### src/rtl/assert_macros.svh
// ----------------------------------------------------------------------------
// Assertion macros
// Shared concurrent assertion forms, clocked on clk and disabled in rst.
// ----------------------------------------------------------------------------
`ifndef ASSERT_MACROS_SVH
`define ASSERT_MACROS_SVH

// Same-cycle implication.
`define ASSERT_IMPL(label, ante, cons) \
  label: assert property (@(posedge clk) disable iff (rst) (ante) |-> (cons)) \
    else $error("%m: implication check failed");

// Next-cycle implication.
`define ASSERT_NEXT(label, ante, cons) \
  label: assert property (@(posedge clk) disable iff (rst) (ante) |=> (cons)) \
    else $error("%m: next-cycle check failed");

`endif

### src/rtl/lie_pkg.sv
// ----------------------------------------------------------------------------
// lie_pkg
// Types, codes and opcode fields of the logic instruction execute unit.
// ----------------------------------------------------------------------------
package lie_pkg;

  localparam int NUM_REGS  = 16;
  localparam int REG_IDX_W = 4;
  localparam int DATA_W    = 32;

  // Command codes
  localparam logic [1:0] CMD_EXEC     = 2'd0;
  localparam logic [1:0] CMD_LOAD_REG = 2'd1;
  localparam logic [1:0] CMD_LOAD_PC  = 2'd2;

  // Opcode fields
  localparam logic [3:0] TOP_REG_LOGIC = 4'h2;
  localparam logic [3:0] TOP_NOT       = 4'h6;
  localparam logic [3:0] LOW_NOT       = 4'h7;
  localparam logic [3:0] TOP_IMM       = 4'hC;
  localparam logic [1:0] HI_IMM_GROUP  = 2'b10;   // bits 11:10 of 0xC8..0xCB
  localparam logic [1:0] LOW_REG_GROUP = 2'b10;   // bits 3:2 of 0x8..0xB

  // Function select, low two bits of the reg or imm opcode
  localparam logic [1:0] FN_TST = 2'd0;
  localparam logic [1:0] FN_AND = 2'd1;
  localparam logic [1:0] FN_XOR = 2'd2;
  localparam logic [1:0] FN_OR  = 2'd3;

  localparam logic [DATA_W-1:0] PC_STEP    = 32'd2;
  localparam logic [DATA_W-1:0] COST_BASE  = 32'd1;
  localparam logic [DATA_W-1:0] COST_OR_IMM = 32'd5;

  typedef struct packed {
    logic [1:0]           command;
    logic [15:0]          instr_word;
    logic [REG_IDX_W-1:0] reg_index;
    logic [DATA_W-1:0]    load_value;
  } cmd_item_t;

  typedef struct packed {
    logic                 en;
    logic [REG_IDX_W-1:0] a_idx;
    logic [REG_IDX_W-1:0] b_idx;
  } rf_rd_t;

  typedef struct packed {
    logic                 en;
    logic [REG_IDX_W-1:0] idx;
    logic [DATA_W-1:0]    data;
  } rf_wr_t;

  typedef struct packed {
    logic [DATA_W-1:0] pc;
    logic [DATA_W-1:0] cycles;
    logic              t;
  } arch_state_t;

  typedef struct packed {
    logic                 wr;
    logic [REG_IDX_W-1:0] idx;
    logic [DATA_W-1:0]    value;
    logic                 unknown;
    arch_state_t          state;
  } exec_res_t;

endpackage

### src/rtl/lie_cmd_if.sv
// ----------------------------------------------------------------------------
// lie_cmd_if
// Command channel: valid/ready handshake with the command item payload.
// ----------------------------------------------------------------------------
interface lie_cmd_if;
  logic        valid;
  logic        ready;
  logic [1:0]  command;
  logic [15:0] instr_word;
  logic [3:0]  reg_index;
  logic [31:0] load_value;

  modport source (output valid, command, instr_word, reg_index, load_value, input ready);
  modport sink   (input valid, command, instr_word, reg_index, load_value, output ready);
endinterface

### src/rtl/lie_rsp_if.sv
// ----------------------------------------------------------------------------
// lie_rsp_if
// Result channel: valid/ready handshake with the result item payload.
// ----------------------------------------------------------------------------
interface lie_rsp_if;
  logic        valid;
  logic        ready;
  logic        dest_written;
  logic [3:0]  dest_index;
  logic [31:0] dest_value;
  logic        t_bit;
  logic [31:0] pc_value;
  logic [31:0] cycle_total;
  logic        unknown_opcode;

  modport source (output valid, dest_written, dest_index, dest_value, t_bit, pc_value,
                  cycle_total, unknown_opcode, input ready);
  modport sink   (input valid, dest_written, dest_index, dest_value, t_bit, pc_value,
                  cycle_total, unknown_opcode, output ready);
endinterface

### src/rtl/lie_regfile.sv
// ----------------------------------------------------------------------------
// lie_regfile
// General register memory, two registered read ports, one write port.
// ----------------------------------------------------------------------------
module lie_regfile
  import lie_pkg::*;
(
  input  logic              clk,
  input  logic              rst,
  input  rf_rd_t            rd,
  input  rf_wr_t            wr,
  output logic [DATA_W-1:0] a_data,
  output logic [DATA_W-1:0] b_data
);

  logic [DATA_W-1:0]   mem [NUM_REGS];
  logic [NUM_REGS-1:0] vld;

  always_ff @(posedge clk) begin
    if (wr.en) begin
      mem[wr.idx] <= wr.data;
    end
  end

  // Unwritten entries read as zero.
  always_ff @(posedge clk) begin
    if (rst) begin
      vld <= '0;
    end else if (wr.en) begin
      vld[wr.idx] <= 1'b1;
    end
  end

  // Forward a same-edge write into the read data.
  always_ff @(posedge clk) begin
    if (rd.en) begin
      if (wr.en && wr.idx == rd.a_idx) begin
        a_data <= wr.data;
      end else begin
        a_data <= vld[rd.a_idx] ? mem[rd.a_idx] : '0;
      end
      if (wr.en && wr.idx == rd.b_idx) begin
        b_data <= wr.data;
      end else begin
        b_data <= vld[rd.b_idx] ? mem[rd.b_idx] : '0;
      end
    end
  end

endmodule

### src/rtl/lie_exec.sv
// ----------------------------------------------------------------------------
// lie_exec
// Decode and logic unit: computes the register write, flag and counters.
// ----------------------------------------------------------------------------
module lie_exec
  import lie_pkg::*;
(
  input  cmd_item_t         item,
  input  logic [DATA_W-1:0] a_data,
  input  logic [DATA_W-1:0] b_data,
  input  arch_state_t       cur,
  output exec_res_t         res
);

  logic [3:0]        top_nib;
  logic [3:0]        low_nib;
  logic              is_reg_op;
  logic              is_not;
  logic              is_imm_op;
  logic [1:0]        fn;
  logic [DATA_W-1:0] opa;
  logic [DATA_W-1:0] opb;
  logic [DATA_W-1:0] alu;

  assign top_nib   = item.instr_word[15:12];
  assign low_nib   = item.instr_word[3:0];
  assign is_reg_op = (top_nib == TOP_REG_LOGIC) && (low_nib[3:2] == LOW_REG_GROUP);
  assign is_not    = (top_nib == TOP_NOT) && (low_nib == LOW_NOT);
  assign is_imm_op = (top_nib == TOP_IMM) && (item.instr_word[11:10] == HI_IMM_GROUP);
  assign fn        = is_imm_op ? item.instr_word[9:8] : low_nib[1:0];

  // Port A reads R0 for the immediate forms.
  assign opa = a_data;
  assign opb = is_imm_op ? {24'd0, item.instr_word[7:0]} : b_data;

  always_comb begin
    case (fn)
      FN_AND:  alu = opa & opb;
      FN_XOR:  alu = opa ^ opb;
      FN_OR:   alu = opa | opb;
      default: alu = opa & opb;
    endcase
  end

  always_comb begin
    res.wr      = 1'b0;
    res.idx     = '0;
    res.value   = '0;
    res.unknown = 1'b0;
    res.state   = cur;
    case (item.command)
      CMD_EXEC: begin
        if (is_not) begin
          res.wr    = 1'b1;
          res.idx   = item.instr_word[11:8];
          res.value = ~b_data;
        end else if (is_reg_op || is_imm_op) begin
          if (fn == FN_TST) begin
            res.state.t = (alu == '0);
          end else begin
            res.wr    = 1'b1;
            res.idx   = is_imm_op ? '0 : item.instr_word[11:8];
            res.value = alu;
          end
        end
        if (is_not || is_reg_op || is_imm_op) begin
          res.state.pc     = cur.pc + PC_STEP;
          res.state.cycles = cur.cycles +
                             ((is_imm_op && fn == FN_OR) ? COST_OR_IMM : COST_BASE);
        end else begin
          res.unknown = 1'b1;
        end
      end
      CMD_LOAD_REG: begin
        res.wr    = 1'b1;
        res.idx   = item.reg_index;
        res.value = item.load_value;
      end
      CMD_LOAD_PC: begin
        res.state.pc = item.load_value;
      end
      default: begin
        res.wr = 1'b0;
      end
    endcase
  end

endmodule

### src/rtl/logic_instruction_execute_top.sv
// ----------------------------------------------------------------------------
// logic_instruction_execute_top
// Logic-class instruction execute unit over a sixteen-entry register memory.
// ----------------------------------------------------------------------------
//  channel | dir | payload                                            | accept
//  cmd     | in  | command, instr_word, reg_index, load_value         | valid & ready
//  rsp     | out | dest_written, dest_index, dest_value, t_bit,       | valid & ready
//          |     | pc_value, cycle_total, unknown_opcode              |
//
//  One item per cycle sustained while rsp.ready stays high. The accepting edge reads
//  Rn/Rm (or R0) into the register memory's read registers; once the result register
//  is free, the execute stage executes, writes back and loads the result register.
//  A write landing on the same edge as the next item's read is forwarded, so
//  dependent items run back to back.
//  Reset (rst, synchronous) clears valid bits of the register memory, T, PC,
//  the cycle counter and both pipeline valids; no clearing pass is needed.
//  cmd.ready stays low while rst is high.
//  A stalled result holds the execute stage, which in turn holds cmd.ready low.
// ----------------------------------------------------------------------------
`include "assert_macros.svh"

module logic_instruction_execute_top
  import lie_pkg::*;
(
  input  logic     clk,
  input  logic     rst,
  lie_cmd_if.sink  cmd,
  lie_rsp_if.source rsp
);

  // Execute stage
  logic        s1_valid;
  cmd_item_t   s1_item;
  logic        s1_adv;
  logic        s1_fire;
  logic        accept;

  // Architectural state outside the register memory
  arch_state_t cur;

  rf_rd_t            rf_rd;
  rf_wr_t            rf_wr;
  logic [DATA_W-1:0] a_data;
  logic [DATA_W-1:0] b_data;
  exec_res_t         res;

  // Advance execute whenever the result register is empty or being taken.
  assign s1_adv    = !rsp.valid || rsp.ready;
  assign s1_fire   = s1_valid && s1_adv;
  assign cmd.ready = !rst && (!s1_valid || s1_adv);
  assign accept    = cmd.valid && cmd.ready;

  // Issue reads straight from the incoming item; immediate forms use R0.
  assign rf_rd.en    = accept;
  assign rf_rd.a_idx = (cmd.instr_word[15:12] == TOP_IMM) ? '0 : cmd.instr_word[11:8];
  assign rf_rd.b_idx = cmd.instr_word[7:4];

  // Write back as the item leaves execute.
  assign rf_wr.en   = s1_fire && res.wr;
  assign rf_wr.idx  = res.idx;
  assign rf_wr.data = res.value;

  lie_regfile u_regfile (
    .clk    (clk),
    .rst    (rst),
    .rd     (rf_rd),
    .wr     (rf_wr),
    .a_data (a_data),
    .b_data (b_data)
  );

  lie_exec u_exec (
    .item   (s1_item),
    .a_data (a_data),
    .b_data (b_data),
    .cur    (cur),
    .res    (res)
  );

  // Capture the item alongside its read.
  always_ff @(posedge clk) begin
    if (accept) begin
      s1_item.command    <= cmd.command;
      s1_item.instr_word <= cmd.instr_word;
      s1_item.reg_index  <= cmd.reg_index;
      s1_item.load_value <= cmd.load_value;
    end
  end

  always_ff @(posedge clk) begin
    if (rst) begin
      s1_valid <= 1'b0;
    end else if (accept) begin
      s1_valid <= 1'b1;
    end else if (s1_fire) begin
      s1_valid <= 1'b0;
    end
  end

  // Commit T, PC and cycle count with the item.
  always_ff @(posedge clk) begin
    if (rst) begin
      cur <= '0;
    end else if (s1_fire) begin
      cur <= res.state;
    end
  end

  // Result register: load on fire, drop once taken.
  always_ff @(posedge clk) begin
    if (rst) begin
      rsp.valid <= 1'b0;
    end else if (s1_fire) begin
      rsp.valid <= 1'b1;
    end else if (rsp.ready) begin
      rsp.valid <= 1'b0;
    end
  end

  always_ff @(posedge clk) begin
    if (s1_fire) begin
      rsp.dest_written   <= res.wr;
      rsp.dest_index     <= res.idx;
      rsp.dest_value     <= res.value;
      rsp.t_bit          <= res.state.t;
      rsp.pc_value       <= res.state.pc;
      rsp.cycle_total    <= res.state.cycles;
      rsp.unknown_opcode <= res.unknown;
    end
  end

  // A stalled execute stage keeps its item.
  `ASSERT_NEXT(a_s1_hold, s1_valid && !s1_adv, s1_valid)
  // Counters move only when an item leaves execute.
  `ASSERT_NEXT(a_state_quiet, !s1_fire, $stable(cur))
  // An unknown instruction never writes a register.
  `ASSERT_IMPL(a_unknown_no_write, s1_fire && res.unknown, !rf_wr.en)
  // A freshly loaded result reflects the committed PC and cycle count.
  `ASSERT_NEXT(a_rsp_matches_state, s1_fire,
               rsp.valid && rsp.pc_value == cur.pc && rsp.cycle_total == cur.cycles)

endmodule

### src/flat_wrapper.sv
// flat-port wrapper written by rule: the top's interface ports become plain ports
module logic_instruction_execute_top_flat import lie_pkg::*;
  (clk, rst, cmd_valid, cmd_command, cmd_instr_word, cmd_reg_index, cmd_load_value, cmd_ready, rsp_valid, rsp_dest_written, rsp_dest_index, rsp_dest_value, rsp_t_bit, rsp_pc_value, rsp_cycle_total, rsp_unknown_opcode, rsp_ready);
  lie_cmd_if cmd_i ();
  lie_rsp_if rsp_i ();
  input  logic clk;
  input  logic rst;
  input wire logic [$bits(cmd_i.valid)-1:0] cmd_valid;
  input wire logic [$bits(cmd_i.command)-1:0] cmd_command;
  input wire logic [$bits(cmd_i.instr_word)-1:0] cmd_instr_word;
  input wire logic [$bits(cmd_i.reg_index)-1:0] cmd_reg_index;
  input wire logic [$bits(cmd_i.load_value)-1:0] cmd_load_value;
  output wire logic [$bits(cmd_i.ready)-1:0] cmd_ready;
  output wire logic [$bits(rsp_i.valid)-1:0] rsp_valid;
  output wire logic [$bits(rsp_i.dest_written)-1:0] rsp_dest_written;
  output wire logic [$bits(rsp_i.dest_index)-1:0] rsp_dest_index;
  output wire logic [$bits(rsp_i.dest_value)-1:0] rsp_dest_value;
  output wire logic [$bits(rsp_i.t_bit)-1:0] rsp_t_bit;
  output wire logic [$bits(rsp_i.pc_value)-1:0] rsp_pc_value;
  output wire logic [$bits(rsp_i.cycle_total)-1:0] rsp_cycle_total;
  output wire logic [$bits(rsp_i.unknown_opcode)-1:0] rsp_unknown_opcode;
  input wire logic [$bits(rsp_i.ready)-1:0] rsp_ready;
  assign cmd_i.valid = cmd_valid;
  assign cmd_i.command = cmd_command;
  assign cmd_i.instr_word = cmd_instr_word;
  assign cmd_i.reg_index = cmd_reg_index;
  assign cmd_i.load_value = cmd_load_value;
  assign cmd_ready = cmd_i.ready;
  assign rsp_valid = rsp_i.valid;
  assign rsp_dest_written = rsp_i.dest_written;
  assign rsp_dest_index = rsp_i.dest_index;
  assign rsp_dest_value = rsp_i.dest_value;
  assign rsp_t_bit = rsp_i.t_bit;
  assign rsp_pc_value = rsp_i.pc_value;
  assign rsp_cycle_total = rsp_i.cycle_total;
  assign rsp_unknown_opcode = rsp_i.unknown_opcode;
  assign rsp_i.ready = rsp_ready;
  logic_instruction_execute_top u_core (.clk(clk), .rst(rst), .cmd(cmd_i), .rsp(rsp_i));
endmodule
### config.mk
export PLATFORM = sky130hd
export DESIGN_NAME = logic_instruction_execute_top_flat
export DESIGN_NICKNAME = d
export VERILOG_FILES = /design/src/rtl/lie_pkg.sv /design/src/rtl/lie_cmd_if.sv /design/src/rtl/lie_rsp_if.sv /design/src/rtl/lie_regfile.sv /design/src/rtl/lie_exec.sv /design/src/rtl/logic_instruction_execute_top.sv /design/src/flat_wrapper.sv
export VERILOG_INCLUDE_DIRS = /design/src /design/src/rtl
export SDC_FILE = /design/constraint.sdc
export NUM_CORES = 1
export LEC_CHECK = 0
export BUFFER_PORTS_ARGS = -buffer_cell sky130_fd_sc_hd__buf_2
export CAP_MARGIN = 5
export CORE_UTILIZATION = 45
export CTS_BUF_LIST = sky130_fd_sc_hd__clkbuf_8
export DETAILED_ROUTE_END_ITERATION = 7
export PLACE_DENSITY_LB_ADDON = 0.15
export SYNTH_ARGS = -nofsm -noshare
export SYNTH_HDL_FRONTEND = slang
export SYNTH_SLANG_ARGS = --single-unit
### constraint.sdc
create_clock -name clk -period 6.33 [get_ports clk]
set_input_delay 0.3165 -clock clk [delete_from_list [all_inputs] [get_ports clk]]
set_output_delay 0.3165 -clock clk [all_outputs]
set_load 0.05 [all_outputs]
# After elaboration in Yosys (flattened, before gate mapping)

Memories as Yosys holds them, arrays and structs flattened.
Cells that the tools add are included.

Flip-flop bits (word level): 304
Bits in latches: 0
RAM bits: 512
ROM bits: 0
Input bits: 58
Output and inout bits: 105
Word-level logic and storage cells: 102
Memories: 1

Add/sub/neg operators: 2
$mul: 0
Divide/modulo/power cells: 0
Magnitude comparators: 4
Equal/unequal tests: 13
Shifts and indexed selects: 0
Muxes and demuxes: 34
Bitwise logic cells: 5
Reduce and logical (&&, ||, !) cells: 24

Memory list:

| memory               | depth | bits a word | rd ports | clocked after memory_dff | write ports | line              | source |
|---|---|---|---|---|---|---|---|
| u_core.u_regfile.mem | 16    | 32          | 2        | 0                        | 1           | lie_regfile.sv:16 | `logic [DATA_W-1:0] mem [NUM_REGS];` |

Operators with widths:

| kind                                                | count |
|---|---|
| two-way mux 32 bit                                  | 5 |
| one-hot mux 32 bit (2 select lines)                 | 2 |
| two-way mux 37 bit                                  | 3 |
| one-hot mux 36 bit (2 select lines)                 | 1 |
| two-way mux 64 bit                                  | 1 |
| two-way mux 33 bit                                  | 1 |
| adder 32 x 2 -> 32 bit, second input constant       | 1 |
| adder 32 x 3 -> 32 bit                              | 1 |
| bitwise AND 32 bit                                  | 1 |
| logical NOT 32 bit                                  | 1 |
| inverter 32 bit                                     | 1 |
| OR 32 bit                                           | 1 |
| bitwise XOR 32 bit                                  | 1 |
| OR 16 bit                                           | 1 |
| < comparator 4 x 5 -> 1 bit, second input constant  | 3 |
| two-way mux 1 bit                                   | 13 |
| logical AND 1 bit                                   | 11 |
| equality test 2 bit, second input constant          | 5 |
| binary-select mux 1 bit (select 4 bit)              | 2 |
| equality test 4 x 3 -> 1 bit, second input constant | 2 |
| equality test 4 bit                                 | 2 |
| equality test 4 bit, second input constant          | 2 |
| two-way mux 4 bit                                   | 2 |
| logical OR 1 bit                                    | 5 |
| 10 further kinds                                    | 14 |

# Logic depth before layout (Yosys ltp)

Depth in word-level cells: 14
Mapped depth: 16
Gate-level depth less buffers: 12

# By module

From an unflattened synthesis, not the netlist that was laid out.

Cell total of the unflattened synthesis: 2607
Area, all modules: 39414.1 µm²

By module, submodules not included:

| module                        | instances | cells each | area each (µm²) | seq. area each (µm²) |
|---|---|---|---|---|
| lie_regfile                   | 1         | 1384       | 26837.0         | 17616.9 |
| logic_instruction_execute_top | 1         | 456        | 7742.4          | 6055.8 |
| lie_exec                      | 1         | 767        | 4834.6          | 0.0 |

# Worst setup path before layout

OpenSTA, ideal clock, no wires.

Path kind: register -> register
From: reg u_core.rsp.valid
To: reg u_core.s1_item[0] in the netlist's numbering (enable)
Library setup time: 0.490 ns
Arrival: 4.358 ns
Required time: 5.840 ns
Path slack: 1.482 ns
Cell stages (with the launch flop): 4
Buffers on the path: 0
Clock period less this slack: 4.848 ns
Cells stage by stage: dfxtp_1 nor2b_1 a21oi_1 and2_1

Cells in the longest elaborated chain, start to end: 5

RTL lines:

| what                     | line                                 | source |
|---|---|---|
| start: declaration       | lie_rsp_if.sv:16                     | `modport source (output valid, dest_written, dest_index, dest_value, t_bit, pc_value,` |
| start signal: assignment | logic_instruction_execute_top.sv:112 | `rsp.valid <= 1'b0;` |
| start signal: assignment | logic_instruction_execute_top.sv:114 | `rsp.valid <= 1'b1;` |
| start signal: assignment | logic_instruction_execute_top.sv:116 | `rsp.valid <= 1'b0;` |
| logical NOT 1 bit        | logic_instruction_execute_top.sv:48  | `assign s1_adv = !rsp.valid \|\| rsp.ready;` |
| logical OR 1 bit         | logic_instruction_execute_top.sv:48  |  |
| logical OR 1 bit         | logic_instruction_execute_top.sv:50  | `assign cmd.ready = !rst && (!s1_valid \|\| s1_adv);` |
| logical AND 1 bit        | logic_instruction_execute_top.sv:50  |  |
| net cmd_ready            | flat_wrapper.sv:13                   | `output wire logic [$bits(cmd_i.ready)-1:0] cmd_ready;` |
| logical AND 1 bit        | logic_instruction_execute_top.sv:51  | `assign accept = cmd.valid && cmd.ready;` |
| net u_core.accept        | logic_instruction_execute_top.sv:36  | `logic accept;` |
| end: declaration         | logic_instruction_execute_top.sv:33  | `cmd_item_t s1_item;` |

The timed path passes the listed nets, and every way through them passes these cells.
A chain may end at the register's enable or synchronous reset.

# Worst setup path in the final report

From: reg u_core.s1_item[50] in the netlist's numbering
To: mem u_core.u_regfile.mem[8][16] (enable)

Cells in the longest elaborated chain, start to end: 11
Elaborated cells between the ends (all ways): 18
Classes of those cells: eq/ne: 3; mux: 9; reduce/logical: 6

RTL lines:

| what                                    | line                                | source |
|---|---|---|
| equality test 4 bit                     | lie_exec.sv:29                      | `assign is_imm_op = (top_nib == TOP_IMM) && (item.instr_word[11:10] == HI_IMM_GROUP);` |
| logical AND 1 bit                       | lie_exec.sv:29                      |  |
| two-way mux 2 bit                       | lie_exec.sv:30                      | `assign fn = is_imm_op ? item.instr_word[9:8] : low_nib[1:0];` |
| logical NOT 2 bit                       | lie_exec.sv:58                      | `if (fn == FN_TST) begin` |
| two-way mux 37 bit                      | lie_exec.sv:58                      |  |
| two-way mux 37 bit                      | lie_exec.sv:57                      | `end else if (is_reg_op \|\| is_imm_op) begin` |
| two-way mux 37 bit (*)                  | lie_exec.sv:53                      | `if (is_not) begin` |
| one-hot mux 1 bit (2 select lines)      | lie_exec.sv:51                      | `case (item.command)` |
| logical AND 1 bit                       | logic_instruction_execute_top.sv:59 | `assign rf_wr.en = s1_fire && res.wr;` |
| two-way mux 1 bit                       | lie_regfile.sv:20                   | `if (wr.en) begin` |
| two-way mux 1 bit (not written as such) | lie_regfile.sv:21                   | `mem[wr.idx] <= wr.data;` |
| end: declaration                        | lie_regfile.sv:16                   |  |

Mark *: on every way between the ends. The rest lies on a longest branch, timed or not.

==> metrics.cfg <==
[clock_network]
cts_buffers=142
clock_latency_ps=840
ctsResizeCount=0
root_buffer=clkbuf_8
clkSlewWorstSetupHoldPaths_ps=60
hold_buffers=53
numClockSinks=816
clk_path_buf_depth=3
cts_tree=built
cts_max_level=4
cts_setup_buffers=0

[drt]
remaining_drc_errors=0
dr.pass1.iters=6
viasPerCell=6.175
wl_per_cell_um=26.30
detail-route-antenna-nets=0
drt-total-wl_mm=120.9
drt-initial-drc-count=2670
vias=28382

[setup_path]
reg2reg_depth=9
crit_arrival_ps=4920
start_kind=flop
worstPathRequired_ps=6860
path_class=flop to flop
endpoint_kind=flop
path_max_fanout=22

[pwr]
switching_share_pct=25.73
power_leakage_uw=0.01607
p_sw_uw=2991
p_int_uw=8633
vdd.ir_drop.worst_v=0.0001909
report.power.total_uw=11620
combPwrFrac_pct=8.9
p_seq_share_pct=51.6
pwr-share-clk_pct=39.5
powerDensity_nw_per_um2=257.5

[global_route]
grt_antenna_before_repair=6
first_global_vias=28491
grt_pass1_wl_mm=179.7
track_usage_pct=26.88
grt.overflow.total=0
grt_max_degree=104

[synth]
synth_cells=3154
ys.flop_type=edfxtp_1
avgSynthCellArea_um2=12.68
synth.yosys.seq_area_share_pct=59.20
ys_types=81
yosysWarnings=0
netlist_area_um2=39990
async_flop_share_pct=0
yosysMostFrequentCell=edfxtp_1
synth_fp_nets=3279
synth_edf_count=733
synthTopCellsByArea=edfxtp_1, mux4_2, dfxtp_1
yosys.area.top_type=edfxtp_1
ys_ff_latch=816
synth_top_area_share_pct=55.04
synth_common_cells=edfxtp_1, nand2_1, clkbuf_1

[timing]
hold_violations=0
slew_violations=0
fmax_mhz=228.0
setup_viol=0
fin_tns_setup_ps=0
rsz0062_at_grt=false
fin_crit_ps=4386
worstMarginPinSlew_ps=1213
worst_hold_slack_ps=128.1
period_share_pct=69.28
final.setup_skew_ps=35.65
relSlewSlack_pct=18.97

[floorplan]
die_h_um=300.1
design.core.area_um2=87430
start_util_pct=45.74
io_pins=163
die_w_um=300.1
num_rows=108
die_area_um2=90060

[worst_hold_path]
hp-class=input pin to flop
hold_path_depth=2

[placement]
place_inst=4286
dpl.hpwl_mm=72.52
finalWeightedCongestion=0.8720
portBuffers=162

[flow_run]
drv_cap=0

[finish]
fin_cells=4596
drive_gt1_share_pct=18.64
syn_to_final_growth_pct=12.87
nets=3453
finish.utilization_pct=51.63

[outcome]
status=completed

## per-layer routing
| layer | routed length (um) | track usage [%] | up-vias |
|---|---|---|---|
| met2 | 57860 | 43.69 | 1251 |
| met5 | 22 | 0 | - |
| met1 | 49450 | 34.86 | 14341 |
| met3 | 9031 | 5.564 | 280 |
| li1 | - | - | 12506 |
| met4 | 4496 | 11.80 | 4 |
## state kept, by name, summed over array words and instances, names as in the netlist
signal / cells
u_core.u_regfile.mem: 512
u_core.cur: 65
u_core.s1_item: 54
u_core.rsp.cycle_total: 32
u_core.rsp.dest_value: 32
u_core.rsp.pc_value: 32
u_core.u_regfile.a_data: 32
u_core.u_regfile.b_data: 32
u_core.u_regfile.vld: 16
u_core.rsp.dest_index: 4
u_core.rsp.dest_written: 1
u_core.rsp.t_bit: 1
u_core.rsp.unknown_opcode: 1
u_core.rsp.valid: 1
u_core.s1_valid: 1
## worst max-delay path, cell delays in order, from the launching register on
cell,delay [ps]
edfxtp_1,450
or3b_1,410
o21a_1,160
o21ai_2,680
a21oi_1,170
or3_1,400
nor2_1,160
nand2_1,270
nor2_4,1020
buf_4,330
## worst paths after layout
check	start	endpoint	slack, ps
worst max-delay path	u_core.s1_item[50]	u_core.u_regfile.mem[8][16]	1940
worst min-delay path	cmd_instr_word[6]	u_core.s1_item[42]	130
worst max register to register	u_core.s1_item[50]	u_core.u_regfile.mem[8][16]	1940
worst min register to register	u_core.u_regfile.vld[14]	u_core.u_regfile.vld[14]	480
## placed cells by master (no fill, tap or decap), types with 13 or more instances in the layout
cell type,n
a211oi_1,165
a21oi_1,135
a22oi_1,17
a311oi_1,64
a31oi_1,88
a32oi_1,25
and3_1,26
buf_2,159
buf_4,56
clkbuf_8,152
clkinv_1,31
dfxtp_1,83
dlygate4sd3_1,53
edfxtp_1,733
ha_1,67
inv_1,160
mux2_2,19
mux2i_1,49
mux4_2,165
nand2_1,406
nand3_1,55
nand4_1,21
nor2_1,157
nor2_4,17
nor2b_1,127
nor3_1,21
nor4_1,14
o21ai_0,58
o21ai_1,35
o22a_1,13
o22ai_1,14
or3_1,32
xnor2_1,29
xor2_1,28
## metrics by stage
| step | setup WS, ps | cell area [um^2] |
|---|---|---|
| 4_1_cts | 1966 | 45130 |
| 2_1_floorplan | 1482 | 39990 |
| 5_1_grt | 1703 | 45130 |
| 6_report | 1944 | 45140 |
| 3_3_place_gp | 2037 | 41960 |
| 3_5_place_dp | 1988 | 41960 |
## cell type report
class                           count  area [um^2]
Antenna cell                        3        7.507
Clock buffer                      150         2064
Clock inverter                    104        571.8
Fill cell                        7466        42290
Inverter                          116        440.4
Multi-Input combinational cell   1977        15070
Sequential cell                   816        23670
Tap cell                         1155         1445
Timing Repair Buffer              275         1866
## logic make-up (layout without fill, tap and decap cells)
family                     after synthesis  after routing  synth area share (%)
muxes                                  233            233                 11.05
other                                    0              3                     0
xor gates and xnor gates                57             57                 1.248
adders and majority gates               67             67                 2.096
and+or+nand+nor                        932            932                 11.02
DFF                                    816            816                 59.20
AOI/OAI and AO/OA                      688            688                 11.86
buffers and inverters                  361            645                 3.529
## power groups by stage
| stage | sequential [uW] | clock [uW] | combinational [uW] |
|---|---|---|---|
| 3_5_place_dp | 6100 | 0 | 1010 |
| 2_1_floorplan | 6190 | 0 | 594 |
| 5_1_grt | 6000 | 4920 | 1120 |
| 6_report | 5990 | 4590 | 1040 |
| 3_3_place_gp | 6100 | 0 | 997 |
| 4_1_cts | 5990 | 4690 | 1040 |
Power figures use the tool's default switching activity.
